==> config.mk <==
export PLATFORM = sky130hd
export DESIGN_NAME = assist_mode_controller
export DESIGN_NICKNAME = d
export VERILOG_FILES = /design/src/rtl/amc_pkg.sv /design/src/rtl/amc_cfg_regs.sv /design/src/rtl/amc_brake_calc.sv /design/src/rtl/amc_mode_logic.sv /design/src/rtl/assist_mode_controller.sv
export SDC_FILE = /design/constraint.sdc
export NUM_CORES = 1
export LEC_CHECK = 0
export ABC_AREA = 1
export BUFFER_PORTS_ARGS = -buffer_cell sky130_fd_sc_hd__buf_4
export CAP_MARGIN = 20
export CORE_ASPECT_RATIO = 0.5
export CORE_MARGIN = 2
export CORE_UTILIZATION = 25
export CTS_BUF_LIST = sky130_fd_sc_hd__clkbuf_16
export DETAILED_ROUTE_END_ITERATION = 8
export PLACE_DENSITY = 0.36
export SYNTH_ARGS = -nofsm -noshare
export SYNTH_HDL_FRONTEND = slang
export SYNTH_SLANG_ARGS = --single-unit
==> constraint.sdc <==
create_clock -name clk -period 13.78 [get_ports clk]
set_clock_uncertainty 0.1 [all_clocks]
set_input_delay 0 -clock clk [delete_from_list [all_inputs] [get_ports clk]]
set_output_delay 0 -clock clk [all_outputs]
set_load 0.1 [all_outputs]
==> src/rtl/amc_pkg.sv <==
package amc_pkg;

	localparam int unsigned ValW   = 16;
	localparam int unsigned LeverW = 11;
	localparam int unsigned CurW   = 15;
	localparam int unsigned CfgIdxW = 3;

	localparam logic [LeverW-1:0] LeverFull = 11'd1024;
	localparam logic signed [ValW-1:0] HalfQ88 = 16'sd128;

	typedef enum logic [2:0] {
		MODE_INIT  = 3'd0,
		MODE_WAIT  = 3'd1,
		MODE_ROLL  = 3'd2,
		MODE_HOLD  = 3'd3,
		MODE_DECEL = 3'd4,
		MODE_BRAKE = 3'd5
	} mode_t;

	typedef enum logic [1:0] {
		CMD_NONE        = 2'd0,
		CMD_SET_CURRENT = 2'd1,
		CMD_SET_BRAKE   = 2'd2
	} cmd_t;

	typedef enum logic [CfgIdxW-1:0] {
		REG_ROLL_SPEED_THR = 3'd0,
		REG_PUSH_THR       = 3'd1,
		REG_DECEL_THR      = 3'd2,
		REG_BRAKE_THR      = 3'd3,
		REG_LEVER_THR      = 3'd4,
		REG_MIN_BRAKE_CUR  = 3'd5,
		REG_MAX_BRAKE_CUR  = 3'd6
	} cfg_reg_t;

	localparam logic signed [ValW-1:0] RstRollSpeedThr = 16'sd256;
	localparam logic signed [ValW-1:0] RstPushThr      = 16'sd256;
	localparam logic signed [ValW-1:0] RstDecelThr     = -16'sd1024;
	localparam logic signed [ValW-1:0] RstBrakeThr     = -16'sd2048;
	localparam logic [LeverW-1:0]      RstLeverThr     = 11'd31;
	localparam logic [CurW-1:0]        RstMinBrakeCur  = 15'd0;
	localparam logic [CurW-1:0]        RstMaxBrakeCur  = 15'd12800;

	typedef struct packed {
		logic signed [ValW-1:0] roll_speed_threshold;
		logic signed [ValW-1:0] push_threshold;
		logic signed [ValW-1:0] decel_threshold;
		logic signed [ValW-1:0] brake_threshold;
		logic [LeverW-1:0]      lever_threshold;
		logic [CurW-1:0]        min_brake_current;
		logic [CurW-1:0]        max_brake_current;
	} cfg_t;

	typedef struct packed {
		logic signed [ValW-1:0] force_avg;
		logic signed [ValW-1:0] speed_avg;
		logic                   ctrl_alive;
		logic                   sensor_ready;
		logic                   sensor_fresh;
		logic [LeverW-1:0]      lever_pos;
		logic                   motor_brake_on;
		logic                   manual_block;
		logic signed [ValW-1:0] regulator_drive;
	} in_item_t;

	typedef struct packed {
		mode_t                  mode;
		cmd_t                   command;
		logic signed [ValW-1:0] amount;
		logic                   regulate_on;
		logic                   deadband_on;
	} out_item_t;

	// saturate a widened signed value to 16 bits
	function automatic logic signed [ValW-1:0] sat16(input logic signed [18:0] v);
		logic signed [ValW-1:0] r;
		if (v > 19'sd32767) begin
			r = 16'sh7FFF;
		end else if (v < -19'sd32768) begin
			r = 16'sh8000;
		end else begin
			r = v[ValW-1:0];
		end
		return r;
	endfunction

endpackage

==> src/rtl/amc_cfg_regs.sv <==
module amc_cfg_regs (
	input  logic                          clk,
	input  logic                          arst_n,
	input  logic                          cfg_valid,
	input  logic [amc_pkg::CfgIdxW-1:0]   cfg_index,
	input  logic [amc_pkg::ValW-1:0]      cfg_data,
	output amc_pkg::cfg_t                 cfg
);

	amc_pkg::cfg_t cfg_q;

	always_ff @(posedge clk or negedge arst_n) begin
		if (!arst_n) begin
			cfg_q.roll_speed_threshold <= amc_pkg::RstRollSpeedThr;
			cfg_q.push_threshold       <= amc_pkg::RstPushThr;
			cfg_q.decel_threshold      <= amc_pkg::RstDecelThr;
			cfg_q.brake_threshold      <= amc_pkg::RstBrakeThr;
			cfg_q.lever_threshold      <= amc_pkg::RstLeverThr;
			cfg_q.min_brake_current    <= amc_pkg::RstMinBrakeCur;
			cfg_q.max_brake_current    <= amc_pkg::RstMaxBrakeCur;
		end else if (cfg_valid) begin
			case (amc_pkg::cfg_reg_t'(cfg_index))
				amc_pkg::REG_ROLL_SPEED_THR: cfg_q.roll_speed_threshold <= cfg_data;
				amc_pkg::REG_PUSH_THR:       cfg_q.push_threshold       <= cfg_data;
				amc_pkg::REG_DECEL_THR:      cfg_q.decel_threshold      <= cfg_data;
				amc_pkg::REG_BRAKE_THR:      cfg_q.brake_threshold      <= cfg_data;
				amc_pkg::REG_LEVER_THR: begin
					cfg_q.lever_threshold <= cfg_data[amc_pkg::LeverW-1:0];
				end
				amc_pkg::REG_MIN_BRAKE_CUR: begin
					cfg_q.min_brake_current <= cfg_data[amc_pkg::CurW-1:0];
				end
				amc_pkg::REG_MAX_BRAKE_CUR: begin
					cfg_q.max_brake_current <= cfg_data[amc_pkg::CurW-1:0];
				end
				default: ;
			endcase
		end
	end

	assign cfg = cfg_q;

endmodule

==> src/rtl/amc_brake_calc.sv <==
module amc_brake_calc (
	input  amc_pkg::cfg_t                    cfg,
	input  logic [amc_pkg::LeverW-1:0]       lever_pos,
	output logic signed [amc_pkg::ValW-1:0]  brake_amt
);

	logic [amc_pkg::LeverW-1:0]     lev;
	logic signed [amc_pkg::ValW-1:0] span;
	logic signed [26:0]             prod;
	logic signed [17:0]             cur;
	logic signed [18:0]             neg;

	always_comb begin
		lev  = (lever_pos > amc_pkg::LeverFull) ? amc_pkg::LeverFull : lever_pos;
		span = $signed({1'b0, cfg.max_brake_current}) - $signed({1'b0, cfg.min_brake_current});
		prod = 27'(span) * 27'($signed({1'b0, lev}));
		// arithmetic shift gives floor division by full scale
		cur  = $signed({3'b000, cfg.min_brake_current}) + 18'($signed(prod[26:10]));
		neg  = -19'(amc_pkg::sat16(19'(cur)));
		brake_amt = amc_pkg::sat16(neg);
	end

endmodule

==> src/rtl/amc_mode_logic.sv <==
module amc_mode_logic (
	input  logic                             clk,
	input  logic                             arst_n,
	input  logic                             advance,
	input  amc_pkg::cfg_t                    cfg,
	input  amc_pkg::in_item_t                item,
	input  logic signed [amc_pkg::ValW-1:0]  brake_amt,
	output amc_pkg::out_item_t               result
);

	amc_pkg::mode_t mode_q, mode_d;
	// new drive value; its previous value never feeds a later tick
	logic signed [amc_pkg::ValW-1:0] drive_d;
	logic deadband_q, deadband_d;

	logic lever_on, lever_off, t_brake, t_init, stopped, low_force, push, alive;
	logic braking, regulating;

	always_ff @(posedge clk or negedge arst_n) begin
		if (!arst_n) begin
			mode_q     <= amc_pkg::MODE_INIT;
			deadband_q <= 1'b1;
		end else if (advance) begin
			mode_q     <= mode_d;
			deadband_q <= deadband_d;
		end
	end

	always_comb begin
		alive     = item.ctrl_alive;
		lever_on  = item.lever_pos > cfg.lever_threshold;
		lever_off = item.lever_pos < cfg.lever_threshold;
		t_brake   = alive && (item.motor_brake_on || item.force_avg < cfg.brake_threshold
			|| lever_on);
		t_init    = !alive || !item.sensor_ready;
		stopped   = item.speed_avg < cfg.roll_speed_threshold;
		low_force = item.force_avg < cfg.push_threshold;
		push      = item.force_avg > cfg.push_threshold;

		mode_d     = mode_q;
		drive_d    = '0;
		deadband_d = deadband_q;

		case (mode_q)
			amc_pkg::MODE_WAIT: begin
				deadband_d = 1'b1;
				if (t_brake) mode_d = amc_pkg::MODE_BRAKE;
				else if (t_init) mode_d = amc_pkg::MODE_INIT;
				else if (push && item.speed_avg > cfg.roll_speed_threshold && alive)
					mode_d = amc_pkg::MODE_ROLL;
				else if ((item.force_avg < cfg.brake_threshold || lever_on) && alive)
					mode_d = amc_pkg::MODE_BRAKE;
			end
			amc_pkg::MODE_ROLL: begin
				drive_d    = item.regulator_drive;
				deadband_d = 1'b0;
				if (t_brake) mode_d = amc_pkg::MODE_BRAKE;
				else if (stopped && low_force && alive) mode_d = amc_pkg::MODE_WAIT;
				else if (t_init) mode_d = amc_pkg::MODE_INIT;
				else if (item.force_avg < amc_pkg::HalfQ88 && item.speed_avg > 16'sd0 && alive)
					mode_d = amc_pkg::MODE_HOLD;
			end
			amc_pkg::MODE_HOLD: begin
				drive_d = item.regulator_drive;
				if (t_brake) mode_d = amc_pkg::MODE_BRAKE;
				else if (t_init) mode_d = amc_pkg::MODE_INIT;
				else if (stopped && low_force && alive) mode_d = amc_pkg::MODE_WAIT;
				else if (push && alive) mode_d = amc_pkg::MODE_ROLL;
				else if (item.force_avg < cfg.decel_threshold
					&& item.force_avg > cfg.brake_threshold && alive)
					mode_d = amc_pkg::MODE_DECEL;
			end
			amc_pkg::MODE_DECEL: begin
				if (t_brake) mode_d = amc_pkg::MODE_BRAKE;
				else if (t_init) mode_d = amc_pkg::MODE_INIT;
				else if (push && alive) mode_d = amc_pkg::MODE_WAIT;
				else if (item.force_avg < cfg.brake_threshold && alive)
					mode_d = amc_pkg::MODE_BRAKE;
			end
			amc_pkg::MODE_BRAKE: begin
				deadband_d = 1'b1;
				if (t_brake) mode_d = amc_pkg::MODE_BRAKE;
				else if (t_init) mode_d = amc_pkg::MODE_INIT;
				else if (lever_off && stopped && low_force && alive && !item.motor_brake_on)
					mode_d = amc_pkg::MODE_WAIT;
				else if (lever_off && alive && !item.motor_brake_on)
					mode_d = amc_pkg::MODE_ROLL;
			end
			default: begin
				deadband_d = 1'b1;
				mode_d     = amc_pkg::MODE_INIT;
				if (t_brake) mode_d = amc_pkg::MODE_BRAKE;
				else if (item.sensor_ready && stopped && alive) mode_d = amc_pkg::MODE_WAIT;
			end
		endcase

		braking    = (mode_d == amc_pkg::MODE_DECEL) || (mode_d == amc_pkg::MODE_BRAKE);
		regulating = (mode_d == amc_pkg::MODE_ROLL) || (mode_d == amc_pkg::MODE_HOLD);

		result.mode        = mode_d;
		result.regulate_on = regulating;
		result.deadband_on = deadband_d;
		result.command     = amc_pkg::CMD_SET_CURRENT;
		result.amount      = '0;
		if (item.manual_block) begin
			if (braking) begin
				result.command = amc_pkg::CMD_SET_BRAKE;
				result.amount  = brake_amt;
			end
		end else if (item.sensor_fresh && alive) begin
			if (regulating) begin
				result.command = (drive_d > 16'sd0) ? amc_pkg::CMD_SET_CURRENT
					: amc_pkg::CMD_SET_BRAKE;
				result.amount  = drive_d;
			end else if (braking) begin
				result.command = amc_pkg::CMD_SET_BRAKE;
				result.amount  = brake_amt;
			end else begin
				result.command = amc_pkg::CMD_NONE;
			end
		end
	end

endmodule

==> src/rtl/assist_mode_controller.sv <==
// Channel   Dir  Handshake            Payload
// in        in   in_valid/in_ready    in_data   (amc_pkg::in_item_t, one tick of sensors)
// out       out  out_valid/out_ready  out_data  (amc_pkg::out_item_t, mode and command)
// cfg       in   cfg_valid/cfg_ready  cfg_index, cfg_data (register write)
//
// An input transaction is held in the input register; the mode/command logic
// then feeds its result into the output register.
// Throughput: one transaction per cycle unless out_ready stalls; the mode and deadband
// registers update in the same cycle the item moves into the output register.
// Reset: arst_n clears both pipeline valids, mode to init, deadband set,
// and the configuration registers to their defaults.
// Stalls: with out_ready low a full output register holds; the input register still
// takes one more transaction, then in_ready drops. cfg_ready is always high.
module assist_mode_controller (
	input  logic                          clk,
	input  logic                          arst_n,
	input  logic                          in_valid,
	output logic                          in_ready,
	input  amc_pkg::in_item_t             in_data,
	output logic                          out_valid,
	input  logic                          out_ready,
	output amc_pkg::out_item_t            out_data,
	input  logic                          cfg_valid,
	output logic                          cfg_ready,
	input  logic [amc_pkg::CfgIdxW-1:0]   cfg_index,
	input  logic [amc_pkg::ValW-1:0]      cfg_data
);

	amc_pkg::cfg_t      cfg;
	amc_pkg::in_item_t  item_s1;
	logic               valid_s1;
	amc_pkg::out_item_t result;
	amc_pkg::out_item_t out_q;
	logic               out_valid_q;
	logic               out_free;
	logic               advance;
	logic signed [amc_pkg::ValW-1:0] brake_amt;

	// output slot is free when empty or being drained this cycle
	assign out_free  = !out_valid_q || out_ready;
	assign advance   = valid_s1 && out_free;
	assign in_ready  = !valid_s1 || out_free;
	assign cfg_ready = 1'b1;

	amc_cfg_regs u_cfg (
		.clk       (clk),
		.arst_n    (arst_n),
		.cfg_valid (cfg_valid),
		.cfg_index (cfg_index),
		.cfg_data  (cfg_data),
		.cfg       (cfg)
	);

	// input register
	always_ff @(posedge clk or negedge arst_n) begin
		if (!arst_n) begin
			valid_s1 <= 1'b0;
		end else if (in_ready) begin
			valid_s1 <= in_valid;
		end
	end

	always_ff @(posedge clk) begin
		if (in_valid && in_ready) begin
			item_s1 <= in_data;
		end
	end

	amc_brake_calc u_brake (
		.cfg       (cfg),
		.lever_pos (item_s1.lever_pos),
		.brake_amt (brake_amt)
	);

	amc_mode_logic u_mode (
		.clk       (clk),
		.arst_n    (arst_n),
		.advance   (advance),
		.cfg       (cfg),
		.item      (item_s1),
		.brake_amt (brake_amt),
		.result    (result)
	);

	// result register
	always_ff @(posedge clk or negedge arst_n) begin
		if (!arst_n) begin
			out_valid_q <= 1'b0;
		end else if (out_free) begin
			out_valid_q <= valid_s1;
		end
	end

	always_ff @(posedge clk) begin
		if (advance) begin
			out_q <= result;
		end
	end

	assign out_valid = out_valid_q;
	assign out_data  = out_q;

endmodule

==> results.cfg <==
[status]
run_status = finished, final reports clean

[sta]
slew_headroom_pct = 33.7
hold_viol = 0
fin_crit_sh_pct = 87.1
rsz0062_at_grt = false
maxSlewViolCount = 0
max_freq_ghz = 0.0833
setup_viol = 0
fin_setup_tns_ns = 0
tightest_slew_ns = 0.992
timing.final.crit_period_ns = 12.01

[routing]
viasPerCell = 4.30
initialDrtViolationCount = 852
ant_nets = 0
drc = 0
via_count = 14100
dr.pass1.iters = 5
wl_per_cell_um = 16.6
routed_wl_mm = 54.5

[setup_path]
critPathMaxFanout = 14
slowest_stage = a21oi_1
crit_start = u_cfg.cfg[16]$_DFFE_PN0P_
r2r_cells = 61
critPathRequiredTime_ns = 13.97
r2r_start = u_cfg.cfg[16]$_DFFE_PN0P_
crit_buf_inv = 10
slowest_delay_ns = 0.68
path_class = reg2reg
critical_path.top_delay_family = compound AO/OA/AOI/OAI gates
end_kind = register
path_common_cell = a21oi_1
cp_num_cells = 61
arrival_ns = 12.20
start_kind = register
r2r_setup_slack_ns = 1.77

[finish]
ff_latch_area_mm2 = 0.00542
fillers = 7663
final_nets = 2717
multi_input_area_mm2 = 0.0105
area_growth_pct = 19.4
drive_gt1_share_pct = 10.1

[cts]
cts_tree = built
cts_resized = 0
clk_latency_ns = 0.47
cts_root_buf = clkbuf_16
path_clk_slew_ns = 0.08
cts_inserted_buffers = 17
clockBufferDepth = 2
ctsHtreeMaxLevel = 4
cts_sinks = 198

[synth]
synth_seq_cells = 198
synth_area_mm2 = 0.0178
seq_area_frac_synth_pct = 30.4
synth_edf_count = 87
yosys_warnings = 0
synth_nets = 2525
ys.flop_type = dfrtp_1
async_flop_share_pct = 56.1
syn_inst = 2117
syn_area_per_cell_um2 = 8.42
synth.distinct_cells = 53

[place]
dpl.hpwl_mm = 43.6
gp_congestion = 0.821
port_buffers = 112

[die]
die_x_um = 382
chipHeight_um = 193
io_pins = 114
rows = 69
die_area_mm2 = 0.0736
core_area_mm2 = 0.0708
initial_core_util_pct = 25.2

[min_path]
hold_class = in2reg
holdCritStartpoint = cfg_data[6]
hold_depth = 3

[run]
maxCapViolations = 0

[grt]
grt_pass1_vias = 14500
grt_overflow = 0
grt_pass1_wl_mm = 86.1
antenna_found_initial = 1
grt_max_degree = 72
grtUsageTotal_pct = 15.3
layout by cell type, fill, tap and decap left out, types with 3 or more instances in the layout:
cell	instances
clkinv_1	7
nand3_1	62
clkinv_2	4
ha_1	161
nand3b_1	5
a31oi_2	10
edfxtp_1	87
nor2_2	8
xnor2_1	21
dfstp_2	22
inv_1	437
nand3_2	4
a21o_1	4
fa_1	159
a31oi_1	12
o21bai_1	7
nor3_1	12
dlygate4sd3_1	88
nor4_1	10
nor2_1	144
or2_2	8
nand2_2	10
inv_2	11
a21oi_1	88
nand2_1	459
clkbuf_16	18
xor2_1	25
buf_4	121
a211oi_1	4
o21ai_0	157
clkinv_4	3
nand4_1	24
o21a_1	7
dfrtp_1	89
final cells by class:
class / instances / share of cell area, %
repair buffers: 212 / 8.76
clock inverters: 14 / 0.529
flip-flops and latches: 198 / 25.5
diodes: 1 / 0.0118
clock buffers: 18 / 2.12
well taps: 958 / 5.63
multi-input cells: 1428 / 49.5
inverters: 452 / 7.98
stage by stage:
stage	area [um2]	util [%]	std cells	worst slack, ns	hold WS [ns]
3_5_place_dp	19800	27.9	3157	1.72	-0.0609
4_1_cts	21200	29.9	3275	1.65	0.00413
2_1_floorplan	17800	-	2117	3.58	-0.396
6_report	21300	30.1	3281	1.77	0.00599
3_3_place_gp	19800	27.9	3157	1.89	-0.0465
5_1_grt	21300	30.0	3280	0.378	0.0184
final timing paths:
kind,to
hold reg to reg,u_mode.deadband_q$_DFFE_PN1P_
max in group asynchronous,u_cfg.cfg[17]$_DFFE_PN0P_
min in group asynchronous,u_cfg.cfg[67]$_DFFE_PN1P_
setup / recovery,out_data[5]$_DFFE_PP_
setup reg to reg,out_data[5]$_DFFE_PP_
hold / removal,u_cfg.cfg[63]$_DFFE_PN0P_
state kept, by name, indices dropped and copies added, names as in the netlist:
| register | flops |
|---|---|
| u_cfg.cfg | 105 |
| u_mode.deadband_q | 1 |
| out_valid | 1 |
| out_data | 23 |
| u_mode.mode_q | 3 |
| item_s1 | 64 |
| valid_s1 | 1 |
cell families after synthesis:
kind of cell	Yosys count	share of synthesized area (%)
flip-flops	198	30.4
AND/OR/NAND/NOR	754	17.8
adder cells (fa/ha/maj)	320	29.2
buffers and inverters	491	10.5
AO/OA/AOI/OAI	307	9.81
other	1	0.0210
XOR/XNOR	46	2.26
per-layer routing:
layer | up-vias | GRT usage [%] | part of all wire (%)
li1 | 7061 | - | -
met1 | 6833 | 22.7 | 52
met2 | 187 | 24.4 | 44
met3 | 24 | 1.55 | 2.5
met4 | 0 | 2.85 | 0.82
met5 | - | 0 | 0
synthesized netlist by cell type, types with 3 or more instances:
cell type / n / area share, %
a211oi_1: 4 / 0.17
a21o_1: 4 / 0.17
a21oi_1: 88 / 2.5
a31oi_1: 12 / 0.42
a31oi_2: 10 / 0.70
buf_6: 3 / 0.19
clkbuf_1: 34 / 0.72
clkinv_1: 7 / 0.15
dfrtp_1: 89 / 12
dfstp_2: 22 / 3.2
edfxtp_1: 87 / 15
fa_1: 159 / 18
ha_1: 161 / 11
inv_1: 435 / 9.2
inv_2: 10 / 0.21
nand2_1: 459 / 9.7
nand2_2: 10 / 0.35
nand3_1: 62 / 1.7
nand3_2: 4 / 0.22
nand3b_1: 5 / 0.21
nand4_1: 24 / 0.84
nor2_1: 144 / 3.0
nor2_2: 8 / 0.28
nor3_1: 12 / 0.34
nor4_1: 10 / 0.35
o21a_1: 7 / 0.29
o21ai_0: 157 / 4.4
o21bai_1: 7 / 0.29
or2_2: 8 / 0.28
xnor2_1: 21 / 1.0
xor2_1: 25 / 1.2
worst reg2reg max path: cells and delay by family (launching register included):
family          cells  cell delay (ns)
compound gates     19             3.79
fa+ha+maj           8             3.29
simple gates       23             2.92
buf+inv            10             1.13
flops               1             0.45
xor+xnor            1             0.17
timing repair:
action | 4_1_cts | 5_1_grt
hold buffers | 86 | 3
buffers inserted | 0 | 0
endpoints found under the hold margin | 189 | 1
Power is not shown: default switching activity piles up to over one toggle a cycle in this logic, so the estimate is an artifact.
